## src/hdl/nss_pkg.sv

```systemverilog
// ----------------------------------------------------------------------------
// nss_pkg
// Shared types and codes for the note step sequencer.
// ----------------------------------------------------------------------------
package nss_pkg;

    localparam int unsigned PITCH_W = 16;
    localparam int unsigned BEATS_W = 8;
    localparam int unsigned RAND_W  = 8;

    typedef enum logic [2:0] {
        OP_BEAT  = 3'd0,
        OP_PUSH  = 3'd1,
        OP_POP   = 3'd2,
        OP_CLEAR = 3'd3,
        OP_START = 3'd4,
        OP_STOP  = 3'd5
    } t_op;

    typedef enum logic [1:0] {
        EV_ON      = 2'd0,
        EV_OFF     = 2'd1,
        EV_ALL_OFF = 2'd2
    } t_event;

    localparam logic [1:0] MODE_FWD  = 2'd0;
    localparam logic [1:0] MODE_BWD  = 2'd1;
    localparam logic [1:0] MODE_RAND = 2'd2;
    localparam logic [1:0] MODE_HOLD = 2'd3;

    typedef enum logic [1:0] {
        S_IDLE,
        S_CUR,
        S_NEW,
        S_ON
    } t_state;

    typedef struct packed {
        logic signed [PITCH_W-1:0] pitch;
        logic                      is_note;
        logic [BEATS_W-1:0]        beats;
    } t_step;

    typedef struct packed {
        logic [2:0]                op;
        logic signed [PITCH_W-1:0] note_pitch;
        logic                      is_note;
        logic [BEATS_W-1:0]        step_beats;
        logic signed [PITCH_W-1:0] transpose;
        logic [RAND_W-1:0]         random_byte;
    } t_item;

    typedef struct packed {
        logic                      valid;
        t_event                    kind;
        logic signed [PITCH_W-1:0] pitch;
        logic                      last;
    } t_emit;

endpackage

```

## src/hdl/nss_ram.sv

```systemverilog
// ----------------------------------------------------------------------------
// nss_ram
// Generic single-port-write, single-port-read RAM with registered read.
// ----------------------------------------------------------------------------
module nss_ram #(
    parameter int unsigned WIDTH = 25,
    parameter int unsigned DEPTH = 16
) (
    input  logic                     i_clk,
    input  logic                     i_we,
    input  logic [$clog2(DEPTH)-1:0] i_waddr,
    input  logic [WIDTH-1:0]         i_wdata,
    input  logic [$clog2(DEPTH)-1:0] i_raddr,
    output logic [WIDTH-1:0]         o_rdata
);

    logic [WIDTH-1:0] mem [DEPTH];

    always_ff @(posedge i_clk) begin
        if (i_we) begin
            mem[i_waddr] <= i_wdata;
        end
        o_rdata <= mem[i_raddr];
    end

endmodule

```

## src/hdl/nss_ctrl.sv

```systemverilog
// ----------------------------------------------------------------------------
// nss_ctrl
// Sequencer control: decodes words, reads and updates the step table,
// tracks play state and produces note events.
// ----------------------------------------------------------------------------
module nss_ctrl #(
    parameter int unsigned TABLE_DEPTH = 16
) (
    input  logic                           i_clk,
    input  logic                           i_rst_n,
    input  logic                           i_in_valid,
    input  nss_pkg::t_item                 i_item,
    output logic                           o_in_ready,
    input  logic [1:0]                     i_mode,
    input  logic                           i_out_ok,
    output nss_pkg::t_emit                 o_emit,
    output logic [$clog2(TABLE_DEPTH)-1:0] o_rd_addr,
    input  nss_pkg::t_step                 i_rd_data,
    output logic                           o_wr_en,
    output logic [$clog2(TABLE_DEPTH)-1:0] o_wr_addr,
    output nss_pkg::t_step                 o_wr_data
);

    import nss_pkg::*;

    localparam int unsigned IW = $clog2(TABLE_DEPTH);
    localparam int unsigned CW = $clog2(TABLE_DEPTH + 1);
    localparam logic signed [33:0] SAT_HI = (34'sd1 <<< (PITCH_W - 1)) - 34'sd1;
    localparam logic signed [33:0] SAT_LO = -SAT_HI - 34'sd1;

    function automatic logic signed [PITCH_W-1:0] sat_pitch(
        input logic signed [PITCH_W-1:0] p,
        input logic signed [PITCH_W-1:0] off
    );
        logic signed [PITCH_W:0] sum;
        logic signed [33:0]      wide;
        sum  = {p[PITCH_W-1], p} + {off[PITCH_W-1], off};
        wide = 34'(sum);
        if (wide > SAT_HI) begin
            wide = SAT_HI;
        end else if (wide < SAT_LO) begin
            wide = SAT_LO;
        end
        return wide[PITCH_W-1:0];
    endfunction

    t_state                    r_state, n_state;
    t_op                       r_op, n_op;
    logic signed [PITCH_W-1:0] r_pitch_in, n_pitch_in;
    logic                      r_note_in, n_note_in;
    logic [BEATS_W-1:0]        r_beats_in, n_beats_in;
    logic signed [PITCH_W-1:0] r_xpose, n_xpose;
    logic [RAND_W-1:0]         r_rand, n_rand;
    logic [CW-1:0]             r_count, n_count;
    logic [IW-1:0]             r_cur, n_cur;
    logic                      r_valid, n_valid;
    logic [BEATS_W-1:0]        r_beats_left, n_beats_left;
    logic                      r_playing, n_playing;
    logic signed [PITCH_W-1:0] r_offset, n_offset;
    logic                      r_off_pend, n_off_pend;
    logic signed [PITCH_W-1:0] r_off_pitch, n_off_pitch;

    logic [CW-1:0]        cnt_m1;
    logic                 cur_in_range;
    logic                 cur_is_top;
    logic                 off_hit;
    logic [CW-1:0]        cur_p1;
    logic [RAND_W+CW-1:0] rand_prod;
    logic [IW-1:0]        next_idx;
    logic signed [PITCH_W-1:0] rd_sat;

    assign cnt_m1       = r_count - 1'b1;
    assign cur_in_range = CW'(r_cur) < r_count;
    assign cur_is_top   = CW'(r_cur) == cnt_m1;
    assign off_hit      = (r_beats_left == BEATS_W'(1)) && r_valid && cur_in_range
                          && i_rd_data.is_note;
    assign cur_p1       = CW'(r_cur) + 1'b1;
    assign rand_prod    = (RAND_W + CW)'(r_rand) * (RAND_W + CW)'(r_count);
    assign rd_sat       = sat_pitch(i_rd_data.pitch, r_offset);

    always_comb begin
        unique case (i_mode)
            MODE_FWD: begin
                if (!r_valid || !cur_in_range || cur_p1 == r_count) begin
                    next_idx = '0;
                end else begin
                    next_idx = IW'(cur_p1);
                end
            end
            MODE_BWD: begin
                if (!r_valid || !cur_in_range || r_cur == '0) begin
                    next_idx = IW'(cnt_m1);
                end else begin
                    next_idx = r_cur - 1'b1;
                end
            end
            MODE_RAND: next_idx = rand_prod[RAND_W +: IW];
            MODE_HOLD: next_idx = r_cur;
        endcase
    end

    always_ff @(posedge i_clk) begin
        if (!i_rst_n) begin
            r_state      <= S_IDLE;
            r_count      <= '0;
            r_cur        <= '0;
            r_valid      <= 1'b0;
            r_beats_left <= '0;
            r_playing    <= 1'b0;
            r_offset     <= '0;
            r_off_pend   <= 1'b0;
        end else begin
            r_state      <= n_state;
            r_count      <= n_count;
            r_cur        <= n_cur;
            r_valid      <= n_valid;
            r_beats_left <= n_beats_left;
            r_playing    <= n_playing;
            r_offset     <= n_offset;
            r_off_pend   <= n_off_pend;
        end
        r_op        <= n_op;
        r_pitch_in  <= n_pitch_in;
        r_note_in   <= n_note_in;
        r_beats_in  <= n_beats_in;
        r_xpose     <= n_xpose;
        r_rand      <= n_rand;
        r_off_pitch <= n_off_pitch;
    end

    always_comb begin
        n_state      = r_state;
        n_op         = r_op;
        n_pitch_in   = r_pitch_in;
        n_note_in    = r_note_in;
        n_beats_in   = r_beats_in;
        n_xpose      = r_xpose;
        n_rand       = r_rand;
        n_count      = r_count;
        n_cur        = r_cur;
        n_valid      = r_valid;
        n_beats_left = r_beats_left;
        n_playing    = r_playing;
        n_offset     = r_offset;
        n_off_pend   = r_off_pend;
        n_off_pitch  = r_off_pitch;
        o_emit       = '0;
        o_in_ready   = (r_state == S_IDLE);
        o_wr_en      = 1'b0;
        o_wr_addr    = r_count[IW-1:0];
        o_wr_data    = '{pitch: r_pitch_in, is_note: r_note_in, beats: r_beats_in};

        unique case (r_state)
            S_IDLE: begin
                if (i_in_valid) begin
                    n_op       = t_op'(i_item.op);
                    n_pitch_in = i_item.note_pitch;
                    n_note_in  = i_item.is_note;
                    n_beats_in = i_item.step_beats;
                    n_xpose    = i_item.transpose;
                    n_rand     = i_item.random_byte;
                    n_state    = S_CUR;
                end
            end
            S_CUR: begin
                unique case (r_op)
                    OP_BEAT: begin
                        if (!r_playing || r_count == '0) begin
                            n_state = S_IDLE;
                        end else if (r_beats_left > BEATS_W'(1)) begin
                            n_beats_left = r_beats_left - 1'b1;
                            n_state      = S_IDLE;
                        end else if (i_mode == MODE_HOLD) begin
                            if (!off_hit || i_out_ok) begin
                                o_emit       = '{valid: off_hit, kind: EV_OFF,
                                                 pitch: rd_sat, last: 1'b1};
                                n_beats_left = '0;
                                n_state      = S_IDLE;
                            end
                        end else begin
                            n_cur       = next_idx;
                            n_valid     = 1'b1;
                            n_off_pend  = off_hit;
                            n_off_pitch = rd_sat;
                            n_state     = S_NEW;
                        end
                    end
                    OP_PUSH: begin
                        if (r_count < CW'(TABLE_DEPTH)) begin
                            o_wr_en = 1'b1;
                            n_count = r_count + 1'b1;
                        end
                        n_state = S_IDLE;
                    end
                    OP_POP: begin
                        if (r_count == '0) begin
                            n_state = S_IDLE;
                        end else if (r_playing && r_valid && cur_is_top) begin
                            if (!i_rd_data.is_note || i_out_ok) begin
                                o_emit       = '{valid: i_rd_data.is_note, kind: EV_OFF,
                                                 pitch: rd_sat, last: 1'b1};
                                n_beats_left = '0;
                                n_count      = cnt_m1;
                                n_state      = S_IDLE;
                            end
                        end else begin
                            n_count = cnt_m1;
                            n_state = S_IDLE;
                        end
                    end
                    OP_CLEAR: begin
                        if (!r_playing || i_out_ok) begin
                            o_emit  = '{valid: r_playing, kind: EV_ALL_OFF,
                                        pitch: '0, last: 1'b1};
                            n_count = '0;
                            n_state = S_IDLE;
                        end
                    end
                    OP_START: begin
                        if (!r_playing) begin
                            n_offset  = r_xpose;
                            n_playing = 1'b1;
                        end
                        n_state = S_IDLE;
                    end
                    OP_STOP: begin
                        if (!r_playing) begin
                            n_state = S_IDLE;
                        end else if (i_out_ok) begin
                            o_emit       = '{valid: 1'b1, kind: EV_ALL_OFF,
                                             pitch: '0, last: 1'b1};
                            n_playing    = 1'b0;
                            n_valid      = 1'b0;
                            n_cur        = '0;
                            n_beats_left = '0;
                            n_state      = S_IDLE;
                        end
                    end
                    default: n_state = S_IDLE;
                endcase
            end
            S_NEW: begin
                if (r_off_pend) begin
                    if (i_out_ok) begin
                        o_emit       = '{valid: 1'b1, kind: EV_OFF, pitch: r_off_pitch,
                                         last: !i_rd_data.is_note};
                        n_off_pend   = 1'b0;
                        n_beats_left = i_rd_data.beats;
                        n_state      = i_rd_data.is_note ? S_ON : S_IDLE;
                    end
                end else if (!i_rd_data.is_note || i_out_ok) begin
                    o_emit       = '{valid: i_rd_data.is_note, kind: EV_ON,
                                     pitch: rd_sat, last: 1'b1};
                    n_beats_left = i_rd_data.beats;
                    n_state      = S_IDLE;
                end
            end
            S_ON: begin
                if (i_out_ok) begin
                    o_emit  = '{valid: 1'b1, kind: EV_ON, pitch: rd_sat, last: 1'b1};
                    n_state = S_IDLE;
                end
            end
        endcase
    end

    assign o_rd_addr = n_cur;

endmodule

```

## src/hdl/note_step_sequencer.sv

```systemverilog
// ----------------------------------------------------------------------------
// note_step_sequencer
// Step sequencer with a stored table of note steps and beat-driven playback.
// ----------------------------------------------------------------------------
// A word is accepted in S_IDLE, which also addresses the step table, and is acted
// on in S_CUR with the entry read back; no new word is taken before the return
// to S_IDLE. Outside hold mode a beat that ends a step reads the table again for
// the new entry in S_NEW, and also passes through S_ON when it sends both note-off
// and note-on. The single read port of the step table and the one-deep event
// register set this order; a stalled event output holds the sequencer in place.
module note_step_sequencer #(
    parameter int unsigned TABLE_DEPTH = 16
) (
    input  logic        i_clk,
    input  logic        i_rst_n,
    input  logic        i_cfg_we,
    input  logic [1:0]  i_cfg_wdata,   // order_mode
    input  logic        s_tvalid,
    output logic        s_tready,
    input  logic [55:0] s_tdata,       // note_pitch, is_note, step_beats, transpose,
                                       // random_byte, zero fill
    input  logic [2:0]  s_tuser,       // operation
    output logic        m_tvalid,
    input  logic        m_tready,
    output logic [15:0] m_tdata,       // out_pitch
    output logic [1:0]  m_tuser,       // event_kind
    output logic        m_tlast
);

    import nss_pkg::*;

    localparam int unsigned IW = $clog2(TABLE_DEPTH);

    logic [1:0]  r_mode;
    logic        r_m_valid;
    t_event      r_m_kind;
    logic [15:0] r_m_pitch;
    logic        r_m_last;

    t_item   item;
    t_emit   emit;
    logic    out_ok;
    logic [IW-1:0] rd_addr;
    logic [IW-1:0] wr_addr;
    logic          wr_en;
    t_step         wr_data;
    t_step         rd_data;

    assign item = '{op:          s_tuser,
                    note_pitch:  s_tdata[15:0],
                    is_note:     s_tdata[16],
                    step_beats:  s_tdata[24:17],
                    transpose:   s_tdata[40:25],
                    random_byte: s_tdata[48:41]};

    assign out_ok = !r_m_valid || m_tready;

    always_ff @(posedge i_clk) begin
        if (!i_rst_n) begin
            r_mode    <= MODE_FWD;
            r_m_valid <= 1'b0;
        end else begin
            if (i_cfg_we) begin
                r_mode <= i_cfg_wdata;
            end
            if (emit.valid) begin
                r_m_valid <= 1'b1;
            end else if (m_tready) begin
                r_m_valid <= 1'b0;
            end
        end
        if (emit.valid) begin
            r_m_kind  <= emit.kind;
            r_m_pitch <= emit.pitch;
            r_m_last  <= emit.last;
        end
    end

    nss_ctrl #(
        .TABLE_DEPTH (TABLE_DEPTH)
    ) u_ctrl (
        .i_clk      (i_clk),
        .i_rst_n    (i_rst_n),
        .i_in_valid (s_tvalid),
        .i_item     (item),
        .o_in_ready (s_tready),
        .i_mode     (r_mode),
        .i_out_ok   (out_ok),
        .o_emit     (emit),
        .o_rd_addr  (rd_addr),
        .i_rd_data  (rd_data),
        .o_wr_en    (wr_en),
        .o_wr_addr  (wr_addr),
        .o_wr_data  (wr_data)
    );

    nss_ram #(
        .WIDTH ($bits(t_step)),
        .DEPTH (TABLE_DEPTH)
    ) u_step_ram (
        .i_clk   (i_clk),
        .i_we    (wr_en),
        .i_waddr (wr_addr),
        .i_wdata (wr_data),
        .i_raddr (rd_addr),
        .o_rdata (rd_data)
    );

    assign m_tvalid = r_m_valid;
    assign m_tdata  = r_m_pitch;
    assign m_tuser  = r_m_kind;
    assign m_tlast  = r_m_last;

endmodule

```

## config.mk

```make
export PLATFORM = sky130hd
export DESIGN_NAME = note_step_sequencer
export DESIGN_NICKNAME = d
export VERILOG_FILES = /design/src/hdl/nss_pkg.sv /design/src/hdl/nss_ram.sv /design/src/hdl/nss_ctrl.sv /design/src/hdl/note_step_sequencer.sv
export SDC_FILE = /design/constraint.sdc
export NUM_CORES = 1
export LEC_CHECK = 0
export ABC_CLOCK_PERIOD_IN_PS = 5300
export CORE_ASPECT_RATIO = 0.7
export CORE_MARGIN = 1.5
export CORE_UTILIZATION = 45
export DETAILED_ROUTE_END_ITERATION = 8
export DONT_BUFFER_PORTS = 1
export GPL_TIMING_DRIVEN = 0
export HOLD_SLACK_MARGIN = 0.05
export MAX_ROUTING_LAYER = met4
export SETUP_SLACK_MARGIN = 0.5
export SYNTH_ARGS = -nofsm -noshare
export SYNTH_HDL_FRONTEND = slang
export SYNTH_SLANG_ARGS = --single-unit
export TNS_END_PERCENT = 50
```

## constraint.sdc

```tcl
create_clock -name i_clk -period 5.3 [get_ports i_clk]
set_clock_uncertainty 0.05 [all_clocks]
set_input_delay 0.265 -clock i_clk [delete_from_list [all_inputs] [get_ports i_clk]]
set_output_delay 0.265 -clock i_clk [all_outputs]
set_load 0.05 [all_outputs]
```

Yosys cells after proc, flatten, opt, wreduce, memory -nomap -nowiden
Memories as Yosys holds them, arrays and structs flattened. A register that Yosys moved wholly into a read port is not among the register bits.
Cells that the tools add are included.
Widths: inputs -> output; s select.

word-level totals
  register bits = 128
  bits in writable memories = 400
  memory bits (read-only) = 0
  memories kept = 1
  word-level logic and storage cells = 202
  input port bits = 66
  bits in latches = 0
  output and inout port bits = 21

operators by class
  equal/unequal tests = 41
  multipliers = 1
  reductions and logical operators = 38
  add/subtract/negate cells = 6
  magnitude comparators = 5
  bitwise gates (word level) = 4
  shift-type cells = 0
  div/mod/pow operators = 0
  muxes and demuxes = 86

memory list
  name            words  width  read ports  clocked after memory_dff  write ports  RTL line       source
  u_step_ram.mem  16     25     1           1                         1            nss_ram.sv:17  logic [WIDTH-1:0] mem [DEPTH];

operators with widths
  cell                  count
  $mux 20               14
  $mux 8                12
  $pmux 20 s4           1
  $pmux 20 s3           1
  $mux 16               2
  $mux 4                8
  $mux 2                14
  $mux 5                5
  $pmux 8 s3            1
  $mux 1                19
  $ne 2x2->1 const B    9
  $ne 3x2->1 const B    6
  $add 16x16->17        1
  $gt 17x16->1 const B  1
  $lt 17x16->1 const B  1
  $pmux 2 s4            2
  $pmux 8 s2            1
  $pmux 5 s3            1
  $mul 8x5->12          1
  $pmux 4 s3            1
  $reduce_and 12->1     1
  $reduce_and 5->1      2
  $ne 3x3->1 const B    3
  $eq 2x2->1 const B    4
  37 further kinds      70

Logic depth before layout (Yosys ltp)
  word-level depth = 13
  mapped depth = 22
  mapped depth without buffers = 17

Hierarchy
Synthesis repeated with hierarchy kept, for this count alone.

unflattened totals
  cell total of the unflattened synthesis = 1496
  area total of the unflattened synthesis = 23860.4 um^2

by module, submodules not included
  module               cells each  instances  seq. area each (um^2)  area an instance (um^2)
  nss_ram              660         1          12512.0                15551.2
  nss_ctrl             807         1          2802.7                 7621.1
  note_step_sequencer  29          1          630.6                  688.2

Worst setup path after synthesis
Ideal clock, no wire load.

  kind = register to register
  start = register u_ctrl.r_count[4]
  end = register u_step_ram.o_rdata[23], read port of u_step_ram.mem
  data required time = 5.116 ns
  path slack = -0.049 ns
  stages on the path, launching flop included = 23
  clock period less this slack = 5.349 ns
  path buffers = 5
  library setup time = 0.134 ns
  arrival time = 5.165 ns
  cells stage by stage = dfxtp_1 > buf_2 > clkbuf_1 > nand2_1 > fa_1 > inv_1 > fa_1 > inv_1 > fa_1 > inv_1 > ha_1 > o21a_1 > o21a_1 > o22ai_1 > mux2i_1 > o211ai_2 > and2_0 > clkbuf_1 > buf_2 > buf_1 > a21oi_1 > a211oi_1 > or4_1

on the way
  word-level cells in the longest chain between the ends = 11
  elaborated cells on any way between the ends = 17
  classes of those cells = 1 x mul; 1 x order compare; 1 x eq/ne; 8 x mux; 6 x reduce/logical

RTL lines
  item                                                                  RTL line         source
  start, declared                                                       nss_ctrl.sv:54   logic [CW-1:0] r_count, n_count;
  start signal, assigned                                                nss_ctrl.sv:114  r_count <= n_count;
  parallel branches: the longest is 8 deep, another holds $mul 8x5->12  --
  $mux 4 (*)                                                            nss_ctrl.sv:168  if (!r_playing || r_count == '0) begin
  $pmux 4 s2 (*)                                                        nss_ctrl.sv:166  unique case (r_op)
  $mux 4 (*)                                                            nss_ctrl.sv:153  unique case (r_state)
  end, declared                                                         nss_ram.sv:14    output logic [WIDTH-1:0] o_rdata

Every way passes the cells marked *.
A chain may end at the register's enable or synchronous reset.

Worst setup path in the final report
  start = register u_ctrl.r_count[4]
  end = register u_step_ram.o_rdata[5], read port of u_step_ram.mem

Same word-level chain as after synthesis.

==> results.yml <==
placement:
  dp.cells: 2727
  port_buffers: 0
  hpwl_mm: 49.2
  globalplace.congestion: 0.901
  dp_slack_ns: -1.06
clock_network:
  clockRootBuffer: "clkbuf_16"
  clk_path_buf_depth: 3
  cts.clk_slew.worst_paths_ns: 0.06
  cts_sinks: 553
  cts_tree: "done"
  htreeDepth: 2
  insertion_delay_ns: 0.62
  cts_buffers: 54
synthesis:
  synth_edf_count: 487
  synth_common_cells: "edfxtp_1, nand2_1, a21oi_1"
  synth_area_leaders: "edfxtp_1, dfxtp_1, nand2_1, a221oi_1, a21oi_1"
  ys_seq_area_share_pct: 64.7
  synth_cell_types: 74
  synth_warnings: 0
  ys_async_sr_fraction_pct: 0
  syn_inst: 1984
  synth.net_count: 2122
  synth_top_area_share_pct: 59.4
  synth_area_per_cell_sq_um: 12.4
  synth_area_sq_um: 24600
  synth_top_flop_cell: "edfxtp_1"
  yosysMostFrequentCell: "edfxtp_1"
  yosys.area.top_type: "edfxtp_1"
  synth.ff_latch_count: 553
global_routing:
  grt_start_max_net_pins: 53
  grt_antenna_before_repair: 0
  grt_use_total_pct: 27.4
  grt_pass1_vias: 17100
  grt_remaining_overflow: 0
  grt_pass1_wl_mm: 109
sta:
  clock.fmax_mhz: 186
  rsz0062_at_grt: "true"
  hold_slack_ns: 0.0964
  drv_slew: 0
  fin_crit_ns: 5.39
  max_slew_margin_pct: 15.1
  hold_viol_final: 0
  finalCritPeriodShare_pct: 102
  worst_pin_slew_ns: 1.25
  setup_viol: 22
  postLayoutSetupSlackWorst_ns: -0.0858
critical_path:
  crit_required_ns: 5.73
  path_max_fanout: 10
  worstPathArrival_ns: 5.81
  end_kind: "flip-flop"
  path_class: "reg -> reg"
  critPathLaunchType: "flip-flop"
floorplanning:
  start_util_pct: 45.7
  coreArea_sq_um: 53900
  fp-row-count: 71
  die_w_microns: 283
  ioPinCount: 87
  die-area_sq_um: 56200
  die_y_microns: 199
cells_and_area:
  nets: 2275
  syn2layout_area_growth_pct: 24.3
  layout-drive-gt1-share_pct: 20.6
  nFillCells: 4354
  finalNonFillerCells: 2907
run_status:
  outcome: "complete, but fails checks"
  violations: "setup timing"
detailed_routing:
  vias: 17700
  viasPerCell: 6.07
  totalWireLength_mm: 74.8
  postRouteAntennaNets: 0
  wl_per_cell_microns: 25.7
  first_pass_iters: 5
  drtIter0Drc: 1971
  drc_errors: 0
flow_run:
  max_cap_viol_count: 0
power_and_ir_drop:
  p_leak_nw: 10.3
  p_per_area_nw_per_um2: 303
  worst_ir_drop_vdd_mv: 0.285
hold_path:
  min_path_type: "in -> reg"
==> logic make-up (layout without fill, tap and decap cells) <==
| group | Yosys count | in the layout | share of synthesized area, % |
|---|---|---|---|
| mux | 5 | 5 | 0.203 |
| other cells | 0 | 1 | 0 |
| xor+xnor | 28 | 28 | 1.11 |
| buf+inv | 203 | 395 | 3.44 |
| simple gates | 628 | 628 | 11.9 |
| fa+ha+maj | 72 | 72 | 4.18 |
| flops | 553 | 553 | 64.7 |
| compound gates | 495 | 495 | 14.5 |
==> worst max-delay path: stages (launching register included) <==
cell and delay (ns):
dfxtp_4 0.34, buf_8 0.11, clkbuf_16 0.15, and2_4 0.14, fa_2 0.46, fa_1 0.51
inv_1 0.05, fa_1 0.50, inv_2 0.05, ha_4 0.27, nand4_1 0.11, o221ai_2 0.26
o22ai_2 0.13, mux2i_4 0.22, o211ai_4 0.32, nand2_4 0.11, buf_12 0.16, buf_12 0.15
clkbuf_16 0.18, a221oi_2 0.27, nor4_1 0.10, or4_4 0.60
==> power breakdown <==
part | internal, mW | switching, mW | total [mW]
clock network | 2.23 | 1.67 | 3.90
registers | 4.80 | 0.0857 | 4.88
logic | 0.195 | 0.302 | 0.497
==> timing repair <==
action / in CTS / in global routing
hold buffers: 58 / 0
setup endpoints to repair: 29 / 27
setup buffers: 17 / 3
gates cloned: 3 / 3
resized for setup: 193 / 66
pin swaps: 33 / 19
hold endpoints to repair: 58 / 0
==> through the flow <==
step / TNS [ns] / utilization (%) / power (mW) / instance area (sq um)
finish: -0.928 / 56.8 / 9.28 / 30600
global route: -3.23 / 56.7 / 9.55 / 30600
CTS: -0.270 / 56.0 / 9.30 / 30200
detailed placement: -22.48 / 49.7 / 5.37 / 26800
global placement: -21.23 / 48.8 / 5.36 / 26300
floorplan: 0 / - / 5.22 / 25400
==> cells in the final DEF (no fill, tap or decap), types with 47 or more instances in the layout <==
master	netlist	final
clkbuf_16	0	73
a21oi_1	138	104
ha_1	55	53
edfxtp_1	487	487
inv_1	60	58
dfxtp_1	66	64
nor2_1	68	52
a211oi_1	57	47
dlygate4sd3_1	0	58
clkbuf_1	97	58
a221oi_2	0	66
nand3_1	112	112
nand2_1	299	294
==> final timing paths <==
| path | start | end | slack [ns] | cells after the start |
|---|---|---|---|---|
| min | m_tready | m_tuser[1] | 0.1 | 3 |
| max | u_ctrl.r_count[4] | u_step_ram.o_rdata[5] | -0.09 | 21 |
| max reg2reg | u_ctrl.r_count[4] | u_step_ram.o_rdata[5] | -0.09 | 21 |
| min reg2reg | u_ctrl.r_offset[15] | u_ctrl.r_offset[15] | 0.42 | 2 |
==> registers in the layout (all words and copies together) (netlist names), 2 cells and up <==
register and cells:
u_ctrl.r_beats_left 8, u_ctrl.r_pitch_in 16, u_ctrl.r_beats_in 8, m_tdata 16
u_step_ram.o_rdata 25, u_ctrl.r_xpose 16, u_ctrl.r_off_pitch 16, u_ctrl.r_offset 16
u_ctrl.r_count 5, u_step_ram.mem 400, r_mode 2, u_ctrl.r_op 3
u_ctrl.r_cur 4, u_ctrl.r_state 2, m_tuser 2, u_ctrl.r_rand 8
==> layout make-up <==
type                       instances  area, sq um  share of cell area (%)
tap                              730          913                    2.98
multi-input combinational       1228         9220                    30.1
clock inverter                    23          283                   0.924
sequential                       553        16000                    52.1
inverter                          61          229                   0.748
antenna                            1         2.50                 0.00818
buffer                           142         1340                    4.37
clock buffer                      72         1470                    4.80
timing repair buffer              97         1200                    3.91
==> layer usage <==
layer	track usage, %	part of all wire (%)	up-vias
li1	-	-	7956
met1	39.7	45	8695
met2	38.5	42	873
met3	5.90	9.5	135
met4	8.56	3.1	0
met5	-	0	-
Note: power is estimated with default switching activity, not from simulation.
